`src/sv/dcpa_pkg.sv`:
```
package dcpa_pkg;

    // sample and window sizes
    localparam int ADC_BITS   = 12;
    localparam int MAX_WINDOW = 255;
    localparam int WIN_W      = 8;

    // datapath widths
    localparam int C_W     = ADC_BITS + 1;
    localparam int SQ_W    = 32;
    localparam int PS_W    = 33;
    localparam int LIN_W   = 21;
    localparam int FILT_W  = 38;
    localparam int ALPHA_W = 16;
    localparam int FRAC_W  = 16;

    // shared multiplier operand and product widths
    localparam int MUL_XW = 22;
    localparam int MUL_YW = 18;
    localparam int PROD_W = MUL_XW + MUL_YW;

    // filter state is multiplied in two halves
    localparam int HALF_W = FILT_W / 2;
    localparam int PART_W = 56;

    // bias correction quotient width
    localparam int DIV_W = FILT_W - 1 - FRAC_W;

    // configuration port
    localparam int CFG_IDX_W  = 2;
    localparam int CFG_DATA_W = 16;

    localparam logic [CFG_IDX_W-1:0] REG_WINDOW   = 2'd0;
    localparam logic [CFG_IDX_W-1:0] REG_BASELINE = 2'd1;
    localparam logic [CFG_IDX_W-1:0] REG_SINGLE   = 2'd2;
    localparam logic [CFG_IDX_W-1:0] REG_ALPHA    = 2'd3;

    // input commands
    localparam logic [1:0] CMD_SAMPLE = 2'd0;
    localparam logic [1:0] CMD_START  = 2'd1;
    localparam logic [1:0] CMD_STOP   = 2'd2;
    localparam logic [1:0] CMD_RSVD   = 2'd3;

    // reset values
    localparam logic [WIN_W-1:0]    WINDOW_RST = WIN_W'(64);
    localparam logic [ALPHA_W-1:0]  ALPHA_RST  = ALPHA_W'(6554);
    localparam logic [ADC_BITS-1:0] BIAS_MID   = ADC_BITS'(1 << (ADC_BITS - 1));
    localparam logic [ADC_BITS-1:0] ADC_MAX    = '1;

    // window length with zero and over-range values pulled into range
    function automatic logic [WIN_W-1:0] eff_len(input logic [WIN_W-1:0] wl);
        logic [WIN_W:0] lim;
        lim = (WIN_W + 1)'(MAX_WINDOW);
        if (wl == '0) begin
            return WIN_W'(1);
        end else if ({1'b0, wl} > lim) begin
            return lim[WIN_W-1:0];
        end else begin
            return wl;
        end
    endfunction

endpackage

```
`src/sv/dcpa_mul.sv`:
```
module dcpa_mul (
    input  logic                                i_clk,
    input  logic                                i_start,
    input  logic signed [dcpa_pkg::MUL_XW-1:0] i_x,
    input  logic signed [dcpa_pkg::MUL_YW-1:0] i_y,
    output logic signed [dcpa_pkg::PROD_W-1:0] o_prod
);
    import dcpa_pkg::*;

    logic signed [PROD_W-1:0] r_prod;

    // one signed product per issue, held until the next issue
    always_ff @(posedge i_clk) begin
        if (i_start) begin
            r_prod <= PROD_W'(i_x) * PROD_W'(i_y);
        end
    end

    assign o_prod = r_prod;

endmodule

```
`src/sv/dcpa_div.sv`:
```
module dcpa_div (
    input  logic                          i_clk,
    input  logic                          i_rst_n,
    input  logic                          i_start,
    input  logic [dcpa_pkg::DIV_W-1:0]    i_dividend,
    input  logic [dcpa_pkg::WIN_W-1:0]    i_divisor,
    output logic                          o_done,
    output logic [dcpa_pkg::DIV_W-1:0]    o_quotient
);
    import dcpa_pkg::*;

    localparam int CNT_W = $clog2(DIV_W + 1);

    logic             r_busy;
    logic             r_done;
    logic [CNT_W-1:0] r_cnt;
    logic [DIV_W-1:0] r_quo;
    logic [WIN_W-1:0] r_rem;
    logic [WIN_W-1:0] r_div;

    logic [WIN_W:0]   n_trial;
    logic             n_fit;
    logic [WIN_W:0]   n_rem;

    // restoring step: one quotient bit per cycle
    always_comb begin
        n_trial = {r_rem, r_quo[DIV_W-1]};
        n_fit   = (n_trial >= {1'b0, r_div});
        n_rem   = n_fit ? (n_trial - {1'b0, r_div}) : n_trial;
    end

    always_ff @(posedge i_clk) begin
        if (!i_rst_n) begin
            r_busy <= 1'b0;
            r_done <= 1'b0;
            r_cnt  <= '0;
        end else begin
            r_done <= 1'b0;
            if (i_start) begin
                r_busy <= 1'b1;
                r_cnt  <= CNT_W'(DIV_W);
                r_quo  <= i_dividend;
                r_rem  <= '0;
                r_div  <= i_divisor;
            end else if (r_busy) begin
                r_quo <= {r_quo[DIV_W-2:0], n_fit};
                r_rem <= n_rem[WIN_W-1:0];
                r_cnt <= r_cnt - CNT_W'(1);
                if (r_cnt == CNT_W'(1)) begin
                    r_busy <= 1'b0;
                    r_done <= 1'b1;
                end
            end
        end
    end

    assign o_done     = r_done;
    assign o_quotient = r_quo;

endmodule

```
`src/sv/dual_channel_power_accumulator.sv`:
```
// channel | direction | handshake                 | payload
// input   | in        | i_in_valid / o_in_stall   | i_command, i_sample_a, i_sample_b
// output  | out       | o_out_valid / i_out_stall | sums, biases, o_scan_done
// config  | in        | i_cfg_valid / o_cfg_ready | i_cfg_index, i_cfg_data
//
// start, stop, reserved commands and pairs taken while idle leave the input open.
// a sample pair inside a window makes three passes through the shared multiplier.
// the pair that closes a window then goes to the output step; with baseline restoration on,
// per channel it first takes multiplier passes and rounding, the serial divider, then the bias step.
// reset is synchronous: registers at reset values, biases at mid-scale, not acquiring.
// a result waits in the output register; input is still taken while it is stalled, but the next result waits.
module dual_channel_power_accumulator (
    input  logic                                  i_clk,
    input  logic                                  i_rst_n,
    input  logic                                  i_in_valid,
    output logic                                  o_in_stall,
    input  logic [1:0]                            i_command,
    input  logic [dcpa_pkg::ADC_BITS-1:0]         i_sample_a,
    input  logic [dcpa_pkg::ADC_BITS-1:0]         i_sample_b,
    output logic                                  o_out_valid,
    input  logic                                  i_out_stall,
    output logic [dcpa_pkg::SQ_W-1:0]             o_sum_sq_a,
    output logic [dcpa_pkg::SQ_W-1:0]             o_sum_sq_b,
    output logic signed [dcpa_pkg::PS_W-1:0]      o_sum_product,
    output logic [dcpa_pkg::ADC_BITS-1:0]         o_bias_a_out,
    output logic [dcpa_pkg::ADC_BITS-1:0]         o_bias_b_out,
    output logic                                  o_scan_done,
    input  logic                                  i_cfg_valid,
    output logic                                  o_cfg_ready,
    input  logic [dcpa_pkg::CFG_IDX_W-1:0]        i_cfg_index,
    input  logic [dcpa_pkg::CFG_DATA_W-1:0]       i_cfg_data
);
    import dcpa_pkg::*;

    localparam int BV_W  = DIV_W + 2;
    localparam int RND_W = PART_W - FRAC_W;
    localparam logic [PART_W-1:0] RND_UP = PART_W'(1) << (FRAC_W - 1);
    localparam logic [PART_W-1:0] RND_DN = RND_UP - PART_W'(1);

    typedef enum logic [3:0] {
        S_IDLE, S_MA, S_MB, S_MP, S_ACC,
        S_F0, S_F1, S_F2, S_F3, S_F4, S_F5, S_DIV, S_BIAS, S_OUT
    } t_state;

    t_state r_state;

    // configuration
    logic [WIN_W-1:0]   r_window;
    logic               r_base;
    logic               r_single;
    logic [ALPHA_W-1:0] r_alpha;

    // window and tracking state
    logic                     r_acq;
    logic [WIN_W-1:0]         r_count;
    logic [SQ_W-1:0]          r_sq_a;
    logic [SQ_W-1:0]          r_sq_b;
    logic signed [PS_W-1:0]   r_ps;
    logic signed [LIN_W-1:0]  r_lin_a;
    logic signed [LIN_W-1:0]  r_lin_b;
    logic signed [FILT_W-1:0] r_filt_a;
    logic signed [FILT_W-1:0] r_filt_b;
    logic [ADC_BITS-1:0]      r_bias_a;
    logic [ADC_BITS-1:0]      r_bias_b;
    logic                     r_ch;

    // working registers
    logic signed [C_W-1:0]    r_ca;
    logic signed [C_W-1:0]    r_cb;
    logic signed [PART_W-1:0] r_p;
    logic signed [RND_W-1:0]  r_rnd;

    // output word
    logic                     r_out_valid;
    logic [SQ_W-1:0]          r_out_sq_a;
    logic [SQ_W-1:0]          r_out_sq_b;
    logic signed [PS_W-1:0]   r_out_ps;
    logic [ADC_BITS-1:0]      r_out_bias_a;
    logic [ADC_BITS-1:0]      r_out_bias_b;
    logic                     r_out_done;

    // shared units
    logic                      mul_start;
    logic signed [MUL_XW-1:0]  mul_x;
    logic signed [MUL_YW-1:0]  mul_y;
    logic signed [PROD_W-1:0]  mul_prod;
    logic                      div_start;
    logic                      div_done;
    logic [DIV_W-1:0]          div_q;

    // combinational next values
    logic                     accept;
    logic [WIN_W-1:0]         n_len;
    logic signed [C_W-1:0]    n_ca;
    logic signed [C_W-1:0]    n_cb;
    logic signed [LIN_W:0]    n_lin_sum_a;
    logic signed [LIN_W:0]    n_lin_sum_b;
    logic signed [LIN_W-1:0]  n_lin_a;
    logic signed [LIN_W-1:0]  n_lin_b;
    logic [SQ_W:0]            n_sq_sum;
    logic [SQ_W-1:0]          n_sq;
    logic signed [PS_W:0]     n_ps_sum;
    logic signed [PS_W-1:0]   n_ps;
    logic [WIN_W:0]           n_cnt;
    logic                     n_last;
    logic signed [FILT_W-1:0] filt_sel;
    logic signed [LIN_W-1:0]  lin_sel;
    logic [ADC_BITS-1:0]      bias_sel;
    logic [ALPHA_W:0]         n_w;
    logic [PART_W-1:0]        n_rnd_sum;
    logic signed [PROD_W:0]   n_f;
    logic [FILT_W-1:0]        n_k;
    logic [FILT_W-1:0]        n_x;
    logic signed [BV_W-1:0]   n_bb;
    logic signed [BV_W-1:0]   n_bq;
    logic signed [BV_W-1:0]   n_bv;
    logic [ADC_BITS-1:0]      n_bias;

    assign accept      = i_in_valid && !o_in_stall;
    assign o_in_stall  = (r_state != S_IDLE);
    assign o_cfg_ready = 1'b1;

    // centring and linear sums for the incoming pair
    always_comb begin
        n_len = eff_len(r_window);
        if (r_base) begin
            n_ca = signed'({1'b0, i_sample_a}) - signed'({1'b0, r_bias_a});
            n_cb = signed'({1'b0, i_sample_b}) - signed'({1'b0, r_bias_b});
        end else begin
            n_ca = signed'({1'b0, i_sample_a});
            n_cb = signed'({1'b0, i_sample_b});
        end
        n_lin_sum_a = (LIN_W + 1)'(r_lin_a) + (LIN_W + 1)'(n_ca);
        n_lin_sum_b = (LIN_W + 1)'(r_lin_b) + (LIN_W + 1)'(n_cb);
        if (n_lin_sum_a[LIN_W] != n_lin_sum_a[LIN_W-1]) begin
            n_lin_a = n_lin_sum_a[LIN_W] ? {1'b1, {(LIN_W-1){1'b0}}}
                                         : {1'b0, {(LIN_W-1){1'b1}}};
        end else begin
            n_lin_a = n_lin_sum_a[LIN_W-1:0];
        end
        if (n_lin_sum_b[LIN_W] != n_lin_sum_b[LIN_W-1]) begin
            n_lin_b = n_lin_sum_b[LIN_W] ? {1'b1, {(LIN_W-1){1'b0}}}
                                         : {1'b0, {(LIN_W-1){1'b1}}};
        end else begin
            n_lin_b = n_lin_sum_b[LIN_W-1:0];
        end
    end

    // saturating window accumulators fed from the multiplier
    always_comb begin
        n_sq_sum = {1'b0, (r_state == S_MP) ? r_sq_b : r_sq_a}
                 + (SQ_W + 1)'(mul_prod[2*ADC_BITS-1:0]);
        n_sq     = n_sq_sum[SQ_W] ? '1 : n_sq_sum[SQ_W-1:0];
        n_ps_sum = (PS_W + 1)'(r_ps) + (PS_W + 1)'(mul_prod);
        if (n_ps_sum[PS_W] != n_ps_sum[PS_W-1]) begin
            n_ps = n_ps_sum[PS_W] ? {1'b1, {(PS_W-1){1'b0}}}
                                  : {1'b0, {(PS_W-1){1'b1}}};
        end else begin
            n_ps = n_ps_sum[PS_W-1:0];
        end
        n_cnt  = {1'b0, r_count} + (WIN_W + 1)'(1);
        n_last = (n_cnt >= {1'b0, n_len});
    end

    // filter and bias arithmetic for the selected channel
    always_comb begin
        filt_sel  = r_ch ? r_filt_b : r_filt_a;
        lin_sel   = r_ch ? r_lin_b  : r_lin_a;
        bias_sel  = r_ch ? r_bias_b : r_bias_a;
        n_w       = (ALPHA_W + 1)'(1 << FRAC_W) - {1'b0, r_alpha};
        n_rnd_sum = r_p + (r_p[PART_W-1] ? RND_DN : RND_UP);
        n_f       = (PROD_W + 1)'(mul_prod) + (PROD_W + 1)'(r_rnd);
        n_k       = FILT_W'(n_len) << (FRAC_W - 1);
        n_x       = filt_sel[FILT_W-1] ? (n_k - filt_sel) : (n_k + filt_sel);
        n_bb      = signed'(BV_W'(bias_sel));
        n_bq      = signed'(BV_W'(div_q));
        n_bv      = filt_sel[FILT_W-1] ? (n_bb - n_bq) : (n_bb + n_bq);
        if (n_bv[BV_W-1]) begin
            n_bias = '0;
        end else if (n_bv > signed'(BV_W'(ADC_MAX))) begin
            n_bias = ADC_MAX;
        end else begin
            n_bias = n_bv[ADC_BITS-1:0];
        end
    end

    // multiplier operand select per sequencer step
    always_comb begin
        mul_start = 1'b0;
        mul_x     = '0;
        mul_y     = '0;
        unique case (r_state)
            S_MA: begin
                mul_start = 1'b1;
                mul_x     = MUL_XW'(r_ca);
                mul_y     = MUL_YW'(r_ca);
            end
            S_MB: begin
                mul_start = 1'b1;
                mul_x     = MUL_XW'(r_cb);
                mul_y     = MUL_YW'(r_cb);
            end
            S_MP: begin
                mul_start = 1'b1;
                mul_x     = MUL_XW'(r_ca);
                mul_y     = MUL_YW'(r_cb);
            end
            S_F0: begin
                mul_start = 1'b1;
                mul_x     = MUL_XW'({1'b0, filt_sel[HALF_W-1:0]});
                mul_y     = MUL_YW'({1'b0, n_w});
            end
            S_F1: begin
                mul_start = 1'b1;
                mul_x     = MUL_XW'(signed'(filt_sel[FILT_W-1:HALF_W]));
                mul_y     = MUL_YW'({1'b0, n_w});
            end
            S_F2: begin
                mul_start = 1'b1;
                mul_x     = MUL_XW'(lin_sel);
                mul_y     = MUL_YW'({1'b0, r_alpha});
            end
            default: begin
                mul_start = 1'b0;
            end
        endcase
    end

    assign div_start = (r_state == S_F5);

    dcpa_mul u_mul (
        .i_clk   (i_clk),
        .i_start (mul_start),
        .i_x     (mul_x),
        .i_y     (mul_y),
        .o_prod  (mul_prod)
    );

    dcpa_div u_div (
        .i_clk      (i_clk),
        .i_rst_n    (i_rst_n),
        .i_start    (div_start),
        .i_dividend (n_x[FRAC_W+DIV_W-1:FRAC_W]),
        .i_divisor  (n_len),
        .o_done     (div_done),
        .o_quotient (div_q)
    );

    // sequencer, state and output word
    always_ff @(posedge i_clk) begin
        if (!i_rst_n) begin
            r_state     <= S_IDLE;
            r_window    <= WINDOW_RST;
            r_base      <= 1'b1;
            r_single    <= 1'b0;
            r_alpha     <= ALPHA_RST;
            r_acq       <= 1'b0;
            r_count     <= '0;
            r_sq_a      <= '0;
            r_sq_b      <= '0;
            r_ps        <= '0;
            r_lin_a     <= '0;
            r_lin_b     <= '0;
            r_filt_a    <= '0;
            r_filt_b    <= '0;
            r_bias_a    <= BIAS_MID;
            r_bias_b    <= BIAS_MID;
            r_ch        <= 1'b0;
            r_out_valid <= 1'b0;
        end else begin
            // register writes
            if (i_cfg_valid) begin
                unique case (i_cfg_index)
                    REG_WINDOW:   r_window <= i_cfg_data[WIN_W-1:0];
                    REG_BASELINE: r_base   <= i_cfg_data[0];
                    REG_SINGLE:   r_single <= i_cfg_data[0];
                    REG_ALPHA:    r_alpha  <= i_cfg_data[ALPHA_W-1:0];
                endcase
            end

            // output word taken
            if (r_out_valid && !i_out_stall && r_state != S_OUT) begin
                r_out_valid <= 1'b0;
            end

            unique case (r_state)
                S_IDLE: begin
                    if (accept) begin
                        unique case (i_command)
                            CMD_START: r_acq <= 1'b1;
                            CMD_STOP:  r_acq <= 1'b0;
                            CMD_SAMPLE: begin
                                if (r_acq) begin
                                    r_ca <= n_ca;
                                    r_cb <= n_cb;
                                    if (r_base) begin
                                        r_lin_a <= n_lin_a;
                                        r_lin_b <= n_lin_b;
                                    end
                                    r_state <= S_MA;
                                end
                            end
                            CMD_RSVD: r_acq <= r_acq;
                        endcase
                    end
                end
                S_MA: r_state <= S_MB;
                S_MB: begin
                    r_sq_a  <= n_sq;
                    r_state <= S_MP;
                end
                S_MP: begin
                    r_sq_b  <= n_sq;
                    r_state <= S_ACC;
                end
                S_ACC: begin
                    r_ps    <= n_ps;
                    r_count <= n_cnt[WIN_W-1:0];
                    r_ch    <= 1'b0;
                    if (!n_last) begin
                        r_state <= S_IDLE;
                    end else if (r_base) begin
                        r_state <= S_F0;
                    end else begin
                        r_state <= S_OUT;
                    end
                end
                S_F0: r_state <= S_F1;
                S_F1: begin
                    r_p     <= PART_W'(mul_prod);
                    r_state <= S_F2;
                end
                S_F2: begin
                    r_p     <= r_p + (PART_W'(mul_prod) <<< HALF_W);
                    r_state <= S_F3;
                end
                S_F3: begin
                    r_rnd   <= n_rnd_sum[PART_W-1:FRAC_W];
                    r_state <= S_F4;
                end
                S_F4: begin
                    if (r_ch) begin
                        r_filt_b <= n_f[FILT_W-1:0];
                    end else begin
                        r_filt_a <= n_f[FILT_W-1:0];
                    end
                    r_state <= S_F5;
                end
                S_F5: r_state <= S_DIV;
                S_DIV: begin
                    if (div_done) begin
                        r_state <= S_BIAS;
                    end
                end
                S_BIAS: begin
                    if (r_ch) begin
                        r_bias_b <= n_bias;
                        r_state  <= S_OUT;
                    end else begin
                        r_bias_a <= n_bias;
                        r_ch     <= 1'b1;
                        r_state  <= S_F0;
                    end
                end
                S_OUT: begin
                    if (!r_out_valid || !i_out_stall) begin
                        r_out_valid  <= 1'b1;
                        r_out_sq_a   <= r_sq_a;
                        r_out_sq_b   <= r_sq_b;
                        r_out_ps     <= r_ps;
                        r_out_bias_a <= r_bias_a;
                        r_out_bias_b <= r_bias_b;
                        r_out_done   <= r_single;
                        if (r_single) begin
                            r_acq <= 1'b0;
                        end
                        r_count <= '0;
                        r_sq_a  <= '0;
                        r_sq_b  <= '0;
                        r_ps    <= '0;
                        r_lin_a <= '0;
                        r_lin_b <= '0;
                        r_state <= S_IDLE;
                    end
                end
                default: r_state <= S_IDLE;
            endcase
        end
    end

    assign o_out_valid   = r_out_valid;
    assign o_sum_sq_a    = r_out_sq_a;
    assign o_sum_sq_b    = r_out_sq_b;
    assign o_sum_product = r_out_ps;
    assign o_bias_a_out  = r_out_bias_a;
    assign o_bias_b_out  = r_out_bias_b;
    assign o_scan_done   = r_out_done;

endmodule

```
`config.mk`:
```
export PLATFORM = sky130hd
export DESIGN_NAME = dual_channel_power_accumulator
export DESIGN_NICKNAME = d
export VERILOG_FILES = /design/src/sv/dcpa_pkg.sv /design/src/sv/dcpa_mul.sv /design/src/sv/dcpa_div.sv /design/src/sv/dual_channel_power_accumulator.sv
export SDC_FILE = /design/constraint.sdc
export NUM_CORES = 2
export LEC_CHECK = 0
export ABC_AREA = 1
export BUFFER_PORTS_ARGS = -buffer_cell sky130_fd_sc_hd__clkbuf_2
export CAP_MARGIN = 25
export CORE_MARGIN = 2
export CORE_UTILIZATION = 60
export CTS_BUF_LIST = sky130_fd_sc_hd__clkbuf_8
export CTS_CLUSTER_SIZE = 16
export DETAILED_ROUTE_END_ITERATION = 10
export HOLD_SLACK_MARGIN = 0.12
export PLACE_DENSITY = 0.8
export REMOVE_ABC_BUFFERS = 1
export SLEW_MARGIN = 10
export SYNTH_ARGS = -nofsm -noshare
export SYNTH_HDL_FRONTEND = slang
export SYNTH_SLANG_ARGS = --single-unit
```
`constraint.sdc`:
```
create_clock -name i_clk -period 7.6 [get_ports i_clk]
set_input_delay 1.52 -clock i_clk [delete_from_list [all_inputs] [get_ports i_clk]]
set_output_delay 1.52 -clock i_clk [all_outputs]
set_load 0.02 [all_outputs]
```
== After elaboration in Yosys (flattened, before gate mapping) ==
Cells that the tools add are included.
Word-level totals
  register bits after elaboration: 606
  word-level logic and storage cells: 205
  input port bits: 49
  output and inout bits: 125
Cells by class
  muxes and demuxes: 69
  bitwise logic cells: 3
  $add $sub $neg: 17
  reduce and logical (&&, ||, !) cells: 45
  equality and inequality tests: 31
  order comparisons: 3
  multipliers: 1
Operators by type and width (number)
  $mux W21: 16
  $pmux W32 S2: 2
  $pmux W56 S2: 1
  $pmux W22 S5: 1
  $mux W33: 3
  $mux W32: 3
  $pmux W21 S2: 2
  $pmux W18 S4: 1
  $pmux W33 S2: 1
  $add A56 B56 Y56: 1
  $pmux W4 S14: 1
  $add A54 B16 Y54: 1
  $add A21 B13 Y22: 2
  $mul A22 B18 Y40: 1
  $add A38 B38 Y38: 1
  $mux W38: 1
  $add A23 B37 Y37: 1
  $mux W37: 1
  $sub A23 B37 Y37: 1
  $mux W12: 3
  $add A33 B34 Y34: 1
  $add A32 B24 Y33: 1
  $mux W4: 8
  $mux W8: 4
  other kinds (44): 111

== Longest topological paths before layout ==
  depth after elaboration: 10
  mapped depth: 36
  depth with buffers taken out: 35

== Cells and area by module ==
From an unflattened synthesis, not the netlist that was laid out.
Unflattened totals
  cell total of the unflattened synthesis: 7827
  area total of the unflattened synthesis: 57395.0 µm²
Modules (own cells, without submodules)
  dual_channel_power_accumulator: area each 38488.2 µm², cells an instance 5462, times used 1, sequential area each 12872.3 µm²
  dcpa_mul: area each 16515.8 µm², cells an instance 2088, times used 1, sequential area each 1201.2 µm²
  dcpa_div: area each 2391.0 µm², cells an instance 277, times used 1, sequential area each 1251.2 µm²

== Least setup slack after synthesis ==
Ideal clock, no wire load.
  path kind: input -> register
  start point: input port i_rst_n
  end point: register r_out_bias_a[0] (netlist: o_bias_a_out[0]) (enable)
  arrival time: 7.198 ns
  setup time: 0.605 ns
  path buffers: 2
  slack: -0.203 ns
  stages: 4
  required time: 6.995 ns
  cells stage by stage: clkbuf_1 -> clkinv_1 -> clkbuf_1 -> nor2_1
On the way
  longest elaborated chain between the ends: 1
Ends and longest elaborated chain
  from (decl): RTL line dual_channel_power_accumulator.sv:14  | input logic i_rst_n,
  $reduce_and A3 Y1 (no line)
  to (signal assigned): RTL line dual_channel_power_accumulator.sv:371  | r_out_bias_a <= r_bias_a;
  to (decl): RTL line dual_channel_power_accumulator.sv:78  | logic [ADC_BITS-1:0] r_out_bias_a;
No other way between the ends.
A chain may end at the register's enable or synchronous reset.

== Worst setup path in the final report ==
  start point: register r_alpha[0]
  end point: register u_mul.r_prod[39] (netlist: u_mul.o_prod[39]) (data pin)
On the way
  longest elaborated chain between the ends: 3
Ends and longest elaborated chain
  from (decl): RTL line dual_channel_power_accumulator.sv:51  | logic [ALPHA_W-1:0] r_alpha;
  from (signal assigned): RTL line dual_channel_power_accumulator.sv:277  | REG_ALPHA: r_alpha <= i_cfg_data[ALPHA_W-1:0];
  $sub A17 B16 Y17: RTL line dual_channel_power_accumulator.sv:170  | n_w = (ALPHA_W + 1)'(1 << FRAC_W) - {1'b0, r_alpha};
  $pmux W18 S4 *: RTL line dual_channel_power_accumulator.sv:192  | unique case (r_state)
  $mul A22 B18 Y40 *: RTL line dcpa_mul.sv:15  | r_prod <= PROD_W'(i_x) * PROD_W'(i_y);
  to (signal assigned): RTL line dcpa_mul.sv:15
  to (decl): RTL line dcpa_mul.sv:10  | logic signed [PROD_W-1:0] r_prod;
Every way passes the cells marked *; elsewhere a longest branch is shown, timed or not.

==> run_results.csv <==
group,metric,value,unit
yosys,muxShareOfSynthArea,0.0181,%
timing,slew_viol_final,0,
finish,utilization,67.1,%
timing,fin_crit,7.37,ns
yosys,synthSimpleGateAreaFrac,22.0,%
place,post-dp-hpwl,143000,µm
cts,clockBufferDepth,3,
floorplanning,die_w,307,µm
timing,fmax,136,MHz
critical_path,slowest_delay,0.54,ns
drt,ant_nets,0,
yosys,synth-compound-area-share,13.5,%
yosys,synth_fa_ha_area_share,22.8,%
timing,hold_viol_final,0,
floorplanning,floorplan.initialDensity,60.4,%
critical_path,crit_slowest_cell,"fa_1",
drt,drtIter0Drc,5302,
yosys,syn_avg_cell_area,7.58,µm²
critical_path,crit_fanout,12,
cts,htree_num_levels,3,
hold_path,min_from,"r_bias_a[10]",
timing,rsz0062_at_grt,"true",
place,dp_slack,-0.177,ns
critical_path,r2r_slack,0.23,ns
yosys,synth_seq_cells,606,
place,place.gp.congestion,1.03,
yosys,synth-xor-area-share,3.76,%
cts,cts_root_buf,"clkbuf_8",
timing,setup_violations,0,
hold_path,hp-class,"reg -> reg",
finish,area_growth,11.1,%
drt,post_drt_wl_per_cell,20.4,µm
critical_path,startpoint_type,"flip-flop",
pwr,power_switching,1.95,mW
critical_path,r2r-start,"r_alpha[0]",
grt,overflow,0,
yosys,async_flop_share,0,%
drt,wirelength,181000,µm
grt,track_usage,37.7,%
pwr,switching_share,27.0,%
yosys,synth-edff-count,319,
pwr,ir_drop,0.151,mV
yosys,yosys_warnings,0,
grt,grt_pass1_vias,48887,
critical_path,crit_type,"reg -> reg",
pwr,p_per_area,118,mW/mm²
hold_path,whs_path_depth,0,
yosys,synth_top_family_by_area,"adder cells",
yosys,synth_area,0.0552,mm²
finish,final_cell_mix,"nand2_1 (1613), inv_1 (1197), nor2_1 (619)",
floorplanning,dieHeight,307,µm
place,portBuffers,172,
flow_run,maxCapViolCount,0,
floorplanning,die-area,0.0944,mm²
pwr,combPwrFrac,9.0,%
critical_path,r2r_end,"u_mul.o_prod[39]",
finish,nNetsFinal,8401,
cts,cts_buffers,104,
yosys,synth.distinct_cells,74,
grt,grt_first_pass_wirelength,276000,µm
finish,final_common_cell,"nand2_1",
status,status,"completed",
floorplanning,coreArea,0.0914,mm²
floorplanning,num_rows,111,
grt,grt_max_degree,123,
drt,vias,51327,
pwr,p_leak,28.7,nW
critical_path,crit_path_end_kind,"flip-flop",
cts,clk_latency,0.81,ns
timing,fin_skew,0.0767,ns
finish,drive_gt1_share,10.8,%
place,place_area,0.0585,mm²
timing,relSlewSlack,32.2,%
grt,antenna_found_initial,4,
finish,final_cell_area,0.0613,mm²
critical_path,critPathArrivalTime,7.88,ns
critical_path,required,8.11,ns
floorplanning,num_io_pins,174,
cts,cts.sinks,606,
drt,vias_per_cell,5.79,
critical_path,reg2reg_depth,31,
pwr,intPower,5.27,mW
drt,dr.pass1.iters,9,
timing,worst_slew_pin_slew,1.01,ns
yosys,synth-main-ff-cell,"edfxtp_1",
cts,cts_tree,"done",
cts,clk_pin_slew,0.07,ns
timing,fin_ws,0.232,ns
yosys,yosysSeqAreaShare,27.8,%
critical_path,crit_top_cell,"fa_1",
yosys,netlist_instances,7278,
pwr,power.share.sequential,48.2,%
pwr,clkPwrFrac,42.8,%
timing,finalCritPeriodShare,96.9,%
hold_path,hold_end,"o_bias_a_out[10]",
drt,drc,0,
[routing by layer]
metal	wire length (µm)	GRT usage (%)	up-vias
met4	8010	15.2	0
met3	15700	6.46	434
met1	75800	51.5	24384
li1	-	-	24175
met2	81300	59.6	2334
met5	0	0	-
[per-stage QoR]
step                      std cells  setup TNS (ns)  total power [mW]  hold WS [ns]
after floorplan                7054         -470.62              3.95         0.408
after global placement         8641          -0.102              4.15         0.434
after detailed placement       8643          -0.353              4.16         0.437
after CTS                      8836               0              7.22         0.455
after global routing           8861          -0.298              7.44         0.465
final                          8863               0              7.21         0.455
[cell families (layout without fill, tap and decap cells)]
kind of cell / count (synthesis) / in the layout
muxes: 1 / 1
AOI/OAI and AO/OA: 1312 / 1312
DFF: 606 / 606
buffers and inverters: 1442 / 1836
other: 1 / 6
xor gates and xnor gates: 237 / 237
and+or+nand+nor: 2912 / 2912
adders and majority gates: 767 / 767
[Yosys cell counts (9+ instances only)]
library cell | number | share of area (%)
o21ai_1 | 27 | 0.24
fa_1 | 394 | 14
a21o_1 | 25 | 0.34
a21oi_4 | 10 | 0.29
o22ai_1 | 19 | 0.22
nand3b_1 | 24 | 0.33
clkbuf_1 | 123 | 0.84
nand3_1 | 340 | 3.1
inv_2 | 31 | 0.21
dfxtp_1 | 287 | 10
nand4_1 | 86 | 0.98
nor3_2 | 9 | 0.16
o221ai_1 | 10 | 0.16
inv_1 | 1180 | 8.0
o21a_1 | 27 | 0.37
a21oi_2 | 11 | 0.17
nor4_1 | 29 | 0.33
edfxtp_1 | 319 | 17
buf_1 | 11 | 0.075
xnor2_1 | 107 | 1.7
nor2_1 | 646 | 4.4
buf_2 | 77 | 0.70
or2_2 | 28 | 0.32
nand2_1 | 1627 | 11
o21ai_0 | 397 | 3.6
o21bai_2 | 10 | 0.20
a31oi_1 | 52 | 0.59
xor2_1 | 130 | 2.1
o21bai_1 | 41 | 0.56
nor3_1 | 87 | 0.79
a21boi_0 | 15 | 0.20
ha_1 | 373 | 8.5
o211ai_1 | 47 | 0.64
a21oi_1 | 572 | 5.2
[worst max-delay path: cells and delay by family (launching register included)]
family          cells  cell delay, ns
simple gates       12            1.81
flops               1            0.34
buf+inv             6            0.60
compound gates      4            0.53
fa+ha+maj           8            3.64
xor+xnor            1            0.13
[final cells by class]
cell class	instances	area (µm²)
Fill cell	7872	30100
Antenna cell	5	12.5
Clock inverter	72	503
Sequential cell	606	15300
Tap cell	1186	1480
Multi-Input combinational cell	5230	34800
Clock buffer	121	1670
Inverter	1218	4610
Timing Repair Buffer	425	2930
[how the worst max path moves through the flow]
stage,startpoint,endpoint,depth (start not counted)
6_report,r_alpha[0],u_mul.o_prod[39],31
5_1_grt,r_alpha[0],u_mul.o_prod[36],32
4_1_cts,r_alpha[0],u_mul.o_prod[36],30
3_5_place_dp,r_alpha[0],u_mul.o_prod[34],29
3_3_place_gp,r_alpha[0],u_mul.o_prod[34],29
2_1_floorplan,i_rst_n,o_bias_a_out[0],2
[registers in the layout, summed over array words and instances, names as in the netlist, 32 cells and up]
register,cells
r_p,56
o_sum_sq_a,32
r_ps,33
r_filt_b,38
u_mul.o_prod,40
r_sq_b,32
r_rnd,38
o_sum_product,33
r_sq_a,32
r_filt_a,38
o_sum_sq_b,32
[power by group through the flow]
stage	Clock, mW	Combinational, mW	Sequential, mW
after floorplan	0	0.423	3.53
after global placement	0	0.614	3.54
after detailed placement	0	0.623	3.54
after CTS	3.12	0.628	3.47
after global routing	3.26	0.713	3.47
final	3.09	0.650	3.47
[timing repair]
| item | 4_1_cts | 5_1_grt |
|---|---|---|
| hold buffers | 0 | 0 |
| pin swaps | 0 | 40 |
| setup buffers | 0 | 22 |
| gates resized for setup | 3 | 132 |
| setup endpoints to repair | 7 | 22 |
Note: power is estimated with default switching activity, not from simulation.
